$ cat config.mk
export PLATFORM = sky130hd
export DESIGN_NAME = pyp_csc
export DESIGN_NICKNAME = d
export VERILOG_FILES = /design/src/design/pyp_pkg.sv /design/src/design/pyp_csc.sv
export SDC_FILE = /design/constraint.sdc
export NUM_CORES = 1
export LEC_CHECK = 0
export BUFFER_PORTS_ARGS = -buffer_cell sky130_fd_sc_hd__buf_4
export CAP_MARGIN = 20
export CORE_AREA = 5 5 154 156
export DETAILED_ROUTE_END_ITERATION = 12
export DIE_AREA = 0 0 159 161
export PLACE_DENSITY = 0.61
export SLEW_MARGIN = 30
export SYNTH_ARGS = -nofsm -noshare
export SYNTH_HDL_FRONTEND = slang
export SYNTH_SLANG_ARGS = --single-unit
$ cat constraint.sdc
create_clock -name vclk -period 14
set_input_delay 0.7 -clock vclk [all_inputs]
set_output_delay 0.7 -clock vclk [all_outputs]
set_load 0.1 [all_outputs]
$ cat src/design/pyp_pkg.sv
`default_nettype none
package pyp_pkg;

  localparam int PALETTE_ENTRIES_DEF = 256;
  localparam int SUM_W = 18;

  typedef enum logic [1:0] {
    KIND_WRITE   = 2'd0,
    KIND_INDEXED = 2'd1,
    KIND_RGB     = 2'd2
  } kind_t;

  typedef struct packed {
    logic [7:0] red;
    logic [7:0] green;
    logic [7:0] blue;
  } rgb_t;

  // Unscaled BT.601 sums, rounding and offsets already added.
  typedef struct packed {
    logic signed [SUM_W-1:0] y;
    logic signed [SUM_W-1:0] u;
    logic signed [SUM_W-1:0] v;
  } sums_t;

  typedef struct packed {
    logic [7:0] y;
    logic [7:0] u;
    logic [7:0] v;
  } yuv_t;

  // Divide by 256 and clamp to 0..255. The sum never exceeds 17 bits.
  function automatic logic [7:0] clamp8(input logic signed [SUM_W-1:0] s);
    logic [7:0] c;
    if (s[SUM_W-1]) begin
      c = 8'd0;
    end else if (s[16]) begin
      c = 8'hff;
    end else begin
      c = s[15:8];
    end
    return c;
  endfunction

  function automatic yuv_t to_yuv(input sums_t s);
    yuv_t p;
    p.y = clamp8(s.y);
    p.u = clamp8(s.u);
    p.v = clamp8(s.v);
    return p;
  endfunction

  function automatic logic [31:0] pack_pair(input yuv_t p0, input yuv_t p1);
    logic [8:0] u_sum;
    logic [8:0] v_sum;
    u_sum = {1'b0, p0.u} + {1'b0, p1.u} + 9'd1;
    v_sum = {1'b0, p0.v} + {1'b0, p1.v} + 9'd1;
    return {p0.y, u_sum[8:1], p1.y, v_sum[8:1]};
  endfunction

endpackage
`default_nettype wire

$ cat src/design/pyp_csc.sv
`default_nettype none
module pyp_csc (
  input  wire pyp_pkg::rgb_t  rgb,
  output pyp_pkg::sums_t      sums
);

  localparam int W = pyp_pkg::SUM_W;

  logic signed [W-1:0] r;
  logic signed [W-1:0] g;
  logic signed [W-1:0] b;

  assign r = $signed({{(W-8){1'b0}}, rgb.red});
  assign g = $signed({{(W-8){1'b0}}, rgb.green});
  assign b = $signed({{(W-8){1'b0}}, rgb.blue});

  // Offsets include the +128 rounding term ahead of the shift by 8.
  assign sums.y = W'(66) * r + W'(129) * g + W'(25) * b + W'(4096 + 128);
  assign sums.u = W'(112) * b - W'(38) * r - W'(74) * g + W'(32768 + 128);
  assign sums.v = W'(112) * r - W'(94) * g - W'(18) * b + W'(32768 + 128);

endmodule
`default_nettype wire

==> results_dict.tcl, run 1 <==
set metrics [dict create \
    place.port_buffers 76 \
    hold_end "sums[19]" \
    finalHoldViolCount 0 \
    final_layout_size_suffix_gt1_share_pct 9.13 \
    netlist-cell-type-count 60 \
    clock.fmax_mhz 131 \
    tns_ns 0 \
    seq_cells 0 \
    synth_cells 957 \
    yosysWarnings 0 \
    drtIter0Drc 273 \
    relSlewSlack_pct 60.7 \
    insertedDiodeCount 0 \
    hpwl_um 16300 \
    antenna_found_initial 0 \
    place_ws_ns 6.32 \
    hold_path_depth 4 \
    gp_routability_congestion 0.812 \
    cp.required_ns 13.30 \
    finalSetupViolCount 0 \
    status "finished clean" \
    rsz0062_at_grt "false" \
    ant_nets 0 \
    finalWirelength_um 18400 \
    cts_resized 0 \
    nClkBuffers 0 \
    grt_pass1_wl_um 31200 \
    mostFrequentLayoutCell "ha_1" \
    fp.dieW_um 159 \
    avgSynthCellArea_um2 8.58 \
    core_area_um2 22200 \
    dr.pass1.iters 5 \
    hold_path_class "in -> out" \
    viasPerCell 4.96 \
    critPathCaptureType "output pin" \
    rows 55 \
    num-nets-final 1379 \
    crit_type "in -> out" \
    register_area_um2 0 \
    io_pins 78 \
    min_from "rgb[16]" \
    initial_core_util_pct 37.0 \
    grt_start_max_net_pins 13 \
    first_global_vias 6382 \
    tightestPinTransition_ns 0.589 \
    grt.total_usage_pct 14.1 \
    final_cell_mix "ha_1, inv_1, buf_4" \
    worst_setup_path_start_kind "input port" \
    wire_per_inst_um 14.0 \
    dieArea_um2 25600 \
    fin_ws_ns 6.34 \
    n_fill_cell 2259 \
    period_needed_ns 7.66 \
    vias 6524 \
    crit_fanout 6 \
    maxCapViolations 0 \
    die_y_um 161 \
    syn2layout_area_growth_pct 11.0 \
    post-route-drc-count 0 \
    grt.overflow.total 0 \
    fin_util_pct 41.0 \
    finalMaxSlewViolations 0 \
    cts_hold_buf 0 \
    ys_seq_area_share_pct 0 \
    fin_crit_sh_pct 54.7 \
    cts_setup_buffers 0 \
    arrival_ns 6.96 \
    synth_area_um2 8210 \
]
stage by stage:
stage          area (um^2)  hold WS, ns  instances
6_report              9120         2.10       1315
5_1_grt               9120         2.14       1315
4_1_cts               9120         2.12       1315
3_5_place_dp          9120         2.11       1315
3_3_place_gp          9120         2.11       1315
2_1_floorplan         8220         1.89        958
area by class of cell:
type | count | area [um^2] | area share (%)
Tap cell | 285 | 357 | 3.91
Multi-Input combinational cell | 779 | 7530 | 82.6
Timing Repair Buffer | 76 | 571 | 6.26
Inverter | 175 | 659 | 7.23
Yosys cell counts (all sizes together), types with 5 or more instances:
library cell,count,share of area (%)
nor2b,16,1.2
a21boi,5,0.46
xnor2,70,7.5
xor2,25,2.7
a21o,24,2.2
nand2b,8,0.61
inv,175,8.0
or2,5,0.38
o21ai,44,2.7
a21oi,69,4.3
nand3,8,0.49
fa,72,18
ha,251,38
o21bai,16,1.5
nor2,47,2.1
nand2,30,1.4
nor3,16,0.97
o21a,12,1.1
worst max-delay path, cell delays in order:
cell and delay, ns:
buf_4 0.14, inv_1 0.12, fa_1 0.54, inv_1 0.04, ha_1 0.29, fa_1 0.57
inv_1 0.07, fa_1 0.46, nor2b_1 0.12, o21ai_0 0.12, a21oi_1 0.19, o21ai_0 0.13
nand2_1 0.11, xnor2_1 0.15, ha_1 0.31, a21oi_1 0.21, o21ai_0 0.16, o21a_1 0.21
nor2_1 0.11, ha_1 0.23, ha_1 0.35, nor2b_1 0.15, a41oi_1 0.17, o21ai_0 0.17
o41ai_1 0.42, maj3_1 0.28, xnor2_1 0.12, buf_4 0.31
kinds of logic (layout without fill, tap and decap cells):
| family | Yosys count | in the layout | synth area share, % |
|---|---|---|---|
| adders and majority gates | 325 | 325 | 56.0 |
| AOI/OAI and AO/OA | 208 | 208 | 16.5 |
| buffers and inverters | 179 | 251 | 8.35 |
| and+or+nand+nor | 149 | 149 | 8.91 |
| xor gates and xnor gates | 95 | 95 | 10.1 |
| other | 1 | 2 | 0.0457 |
per-layer routing:
layer / global-route usage [%] / up-vias / routed length [um]
met2: 23.0 / 86 / 8160
li1: - / 3407 / -
met1: 21.8 / 3029 / 9720
met5: 0 / - / 0
met4: 0.465 / 0 / 70
met3: 0.740 / 2 / 457
worst max path at each step:
stage | cells after the start | slack [ns] | end | from
after CTS | 28 | 6.31 | sums[15] | rgb[10]
final | 28 | 6.34 | sums[15] | rgb[10]
after detailed placement | 28 | 6.32 | sums[15] | rgb[10]
after global placement | 28 | 6.52 | sums[15] | rgb[10]
after global routing | 28 | 5.77 | sums[15] | rgb[10]
after floorplan | 15 | 5.17 | sums[49] | rgb[18]
Power of run 1 is left out: the tool's default activity adds up to more than one toggle a clock period on the data nets, which glitch-free logic cannot reach.
==> run 2: changes to the inputs <==
--- a/config.mk
+++ b/config.mk
@@ -5,12 +5,13 @@
 export SDC_FILE = /design/constraint.sdc
 export NUM_CORES = 1
 export LEC_CHECK = 0
+export ABC_AREA = 1
 export BUFFER_PORTS_ARGS = -buffer_cell sky130_fd_sc_hd__buf_4
 export CAP_MARGIN = 20
-export CORE_AREA = 5 5 154 156
+export CORE_AREA = 5 5 155 157
 export DETAILED_ROUTE_END_ITERATION = 12
-export DIE_AREA = 0 0 159 161
-export PLACE_DENSITY = 0.61
+export DIE_AREA = 0 0 160 162
+export PLACE_DENSITY = 0.63
 export SLEW_MARGIN = 30
 export SYNTH_ARGS = -nofsm -noshare
 export SYNTH_HDL_FRONTEND = slang
==> constraint.sdc (replaced) <==
create_clock -name vclk -period 7
set_input_delay 0.35 -clock vclk [all_inputs]
set_output_delay 0.35 -clock vclk [all_outputs]
set_load 0.1 [all_outputs]
==> results_dict.tcl, run 2 <==
set metrics [dict create \
    status "finished clean" \
    syn2layout_area_growth_pct 10.9 \
    final_cell_mix "ha_1, inv_1, nand2_1" \
    dieArea_um2 25900 \
    post-route-drc-count 0 \
    period_needed_ns 6.26 \
    hold_path_class "in -> out" \
    worst_setup_path_start_kind "input port" \
    cts_hold_buf 0 \
    cp.required_ns 6.65 \
    vias 6904 \
    synth.most_common_cell "ha_1" \
    finalSetupViolCount 0 \
    avgSynthCellArea_um2 7.91 \
    insertedDiodeCount 0 \
    dr.pass1.iters 4 \
    die_y_um 162 \
    yosys.area.top_type_share_pct 37.6 \
    cts_resized 0 \
    final_layout_size_suffix_gt1_share_pct 9.29 \
    cpMostUsedCell "nand2_1" \
    fin_ws_ns 0.738 \
    mostFrequentLayoutCell "ha_1" \
    synth_cells 1056 \
    core_area_um2 22400 \
    wire_per_inst_um 13.5 \
    num-nets-final 1479 \
    critPathCaptureType "output pin" \
    finalMaxSlewViolations 0 \
    yosysWarnings 0 \
    viasPerCell 4.88 \
    crit_slowest_cell "fa_1" \
    first_global_vias 7034 \
    fin_util_pct 41.4 \
    cts_setup_buffers 0 \
    tns_ns 0 \
    critPathMaxStageDelay_ns 0.54 \
    rows 55 \
    netlist-cell-type-count 38 \
    grt_start_max_net_pins 13 \
    register_area_um2 0 \
    hpwl_um 17100 \
    fp.dieW_um 160 \
    ys_seq_area_share_pct 0 \
    io_pins 78 \
    grt_pass1_wl_um 33200 \
    crit_type "in -> out" \
    synth_area_leaders "ha_1, fa_1, inv_1, xor2_1, nand2_1" \
    antenna_found_initial 0 \
    finalWirelength_um 19000 \
    grt.overflow.total 0 \
    grt_most_used_layer "met2" \
    yosys.area.top_type "ha_1" \
    place_ws_ns 0.747 \
    maxCapViolations 0 \
    synth_area_um2 8350 \
    grt.total_usage_pct 14.9 \
    initial_core_util_pct 37.4 \
    crit_fanout 8 \
    synth_common_cells "ha_1, inv_1, nand2_1, a21oi_1, fa_1" \
    fin_crit_sh_pct 89.5 \
    drtIter0Drc 336 \
    ant_nets 0 \
    arrival_ns 5.91 \
    use_met2_pct 26.2 \
    globalRouteMet3Util_pct 0.939 \
    rsz0062_at_grt "false" \
    place.port_buffers 76 \
    finalHoldViolCount 0 \
    seq_cells 0 \
    nClkBuffers 0 \
    met1_usage_pct 21.1 \
    gp_routability_congestion 0.892 \
    clock.fmax_mhz 160 \
]
run 2: cells by family (layout without fill, tap and decap cells):
| family | after synthesis | after routing | synth area share, % |
|---|---|---|---|
| adders and majority gates | 323 | 323 | 54.8 |
| and+or+nand+nor | 237 | 237 | 12.3 |
| buffers and inverters | 219 | 292 | 9.97 |
| AOI/OAI and AO/OA | 170 | 170 | 11.6 |
| xor gates and xnor gates | 106 | 106 | 11.2 |
| other | 1 | 2 | 0.0449 |
run 2: per-layer routing:
layer | part of all wire (%) | routed length, um | vias to the layer above
met5 | 0 | 0 | -
met4 | 0.88 | 167 | 0
met3 | 3.2 | 613 | 8
met2 | 45 | 8630 | 92
met1 | 51 | 9630 | 3192
li1 | - | - | 3612
run 2: cell type report:
| type | count | area [um^2] |
|---|---|---|
| tap | 285 | 357 |
| fill | 2274 | 13100 |
| inverter | 216 | 811 |
| multi-input combinational | 838 | 7520 |
| timing repair buffer | 76 | 571 |
run 2: path summary, 6_finish.rpt:
path	slack (ns)	to	depth (start not counted)	start
worst max-delay path	0.74	sums[15]	31	rgb[12]
worst min-delay path	1.39	sums[19]	4	rgb[16]
run 2: through the flow:
stage               std cells  instance area (um^2)  hold slack [ns]
floorplan                1057                  8360             1.19
global placement         1415                  9260             1.39
detailed placement       1415                  9260             1.40
CTS                      1415                  9260             1.40
global route             1415                  9260             1.42
finish                   1415                  9260             1.39
run 2: critical path, delay by kind of cell:
kind	cells	cell delay [ns]
fa+ha+maj	7	2.81
simple gates	12	0.98
compound gates	3	0.64
buf+inv	6	0.64
xor+xnor	3	0.46
Power of run 2 is left out for the same reason.
==> run 3: changes to the inputs <==
--- a/config.mk
+++ b/config.mk
@@ -8,10 +8,10 @@
 export ABC_AREA = 1
 export BUFFER_PORTS_ARGS = -buffer_cell sky130_fd_sc_hd__buf_4
 export CAP_MARGIN = 20
-export CORE_AREA = 5 5 155 157
+export CORE_AREA = 5 5 119 205
 export DETAILED_ROUTE_END_ITERATION = 12
-export DIE_AREA = 0 0 160 162
-export PLACE_DENSITY = 0.63
+export DIE_AREA = 0 0 124 210
+export PLACE_DENSITY = 0.61
 export SLEW_MARGIN = 30
 export SYNTH_ARGS = -nofsm -noshare
 export SYNTH_HDL_FRONTEND = slang
==> constraint.sdc (replaced) <==
create_clock -name vclk -period 7.2
set_input_delay 0.36 -clock vclk [all_inputs]
set_output_delay 0.36 -clock vclk [all_outputs]
set_load 0.1 [all_outputs]
==> results_dict.tcl, run 3 (synthesis gave the netlist of run 2 again) <==
set metrics [dict create \
    status "finished clean" \
    drtIter0Drc 160 \
    fp.dieW_um 124 \
    mostFrequentLayoutCell "ha_1" \
    crit_type "in -> out" \
    finalMaxSlewViolations 0 \
    ant_nets 0 \
    hpwl_um 18500 \
    relSlewSlack_pct 57.4 \
    syn2layout_area_growth_pct 11.1 \
    rsz0062_at_grt "false" \
    fin_ws_ns 0.933 \
    grt.overflow.total 0 \
    dieArea_um2 26000 \
    fin_util_pct 41.1 \
    tightestPinTransition_ns 0.632 \
    period_needed_ns 6.27 \
    hold_path_depth 4 \
    place_ws_ns 0.882 \
    antenna_found_initial 0 \
    register_area_um2 0 \
    io_pins 78 \
    core_area_um2 22600 \
    cts_hold_buf 0 \
    insertedDiodeCount 0 \
    cp.required_ns 6.84 \
    place.port_buffers 76 \
    cts_resized 0 \
    crit_fanout 6 \
    rows 73 \
    hold_end "sums[19]" \
    dpl_cell_area_um2 9280 \
    final_layout_size_suffix_gt1_share_pct 9.29 \
    cts_setup_buffers 0 \
    vias 7049 \
    first_global_vias 7551 \
    fin_crit_sh_pct 87.0 \
    clock.fmax_mhz 160 \
    crit_path_cell_trace "buf_4, inv_1, fa_1, inv_1, ha_1, fa_1, inv_1, fa_1, o31ai_1, xnor2_1, ha_1, a21oi_1, nand3_1, xor2_1, ha_1, ha_1, a21oi_1, o21ai_0, a221oi_1, xor2_1, buf_4" \
    final_cell_mix "ha_1, inv_1, nand2_1" \
    num-nets-final 1479 \
    crit_slowest_cell "fa_1" \
    cpMostUsedCell "ha_1" \
    critPathMaxStageDelay_ns 0.57 \
    worst_setup_path_start_kind "input port" \
    tns_ns 0 \
    die_y_um 210 \
    finalSetupViolCount 0 \
    post-route-drc-count 0 \
    final_area_um2 9280 \
    seq_cells 0 \
    maxCapViolations 0 \
    finalWirelength_um 20500 \
    gp_routability_congestion 0.887 \
    nClkBuffers 0 \
    arrival_ns 5.91 \
    wire_per_inst_um 14.4 \
    grt_pass1_wl_um 34600 \
    grt.total_usage_pct 16.3 \
    worstPathBufferInverterCount 5 \
    grt_start_max_net_pins 13 \
    dr.pass1.iters 4 \
    crit_family "adder cells" \
    critPathCaptureType "output pin" \
    min_from "rgb[16]" \
    viasPerCell 4.93 \
    hold_path_class "in -> out" \
    initial_core_util_pct 37.0 \
    finalHoldViolCount 0 \
]
==> run 3: cell type report <==
cell class                 instances  area (um^2)
fill                            2363        13300
tap                              300          375
multi-input combinational        838         7520
inverter                         216          811
timing repair buffer              76          571
==> run 3: metal layers <==
layer | share of wire (%) | global-route usage [%] | vias up
li1 | - | - | 3603
met1 | 36 | 16.7 | 3335
met2 | 58 | 34.2 | 79
met3 | 1.3 | 0.268 | 32
met4 | 3.8 | 4.80 | 0
met5 | 0 | 0 | -
==> run 3: worst max path at each step <==
stage,from,to,slack [ns],depth (start not counted)
floorplan,rgb[18],sums[53],0.17,18
global placement,rgb[9],sums[14],0.95,23
detailed placement,rgb[9],sums[15],0.88,28
CTS,rgb[9],sums[15],0.86,28
global route,rgb[10],sums[17],0.46,28
finish,rgb[10],sums[14],0.93,21
==> run 3: through the flow <==
| step | hold WS [ns] | instances |
|---|---|---|
| 6_report | 1.42 | 1430 |
| 5_1_grt | 1.47 | 1430 |
| 4_1_cts | 1.43 | 1430 |
| 3_5_place_dp | 1.43 | 1430 |
| 3_3_place_gp | 1.43 | 1430 |
| 2_1_floorplan | 1.21 | 1057 |
==> run 3: worst min-delay path, cell delays in order <==
cell and delay [ns]:
buf_4 0.21, ha_1 0.17, inv_1 0.07, buf_4 0.23
Power of run 3 is left out for the same reason.
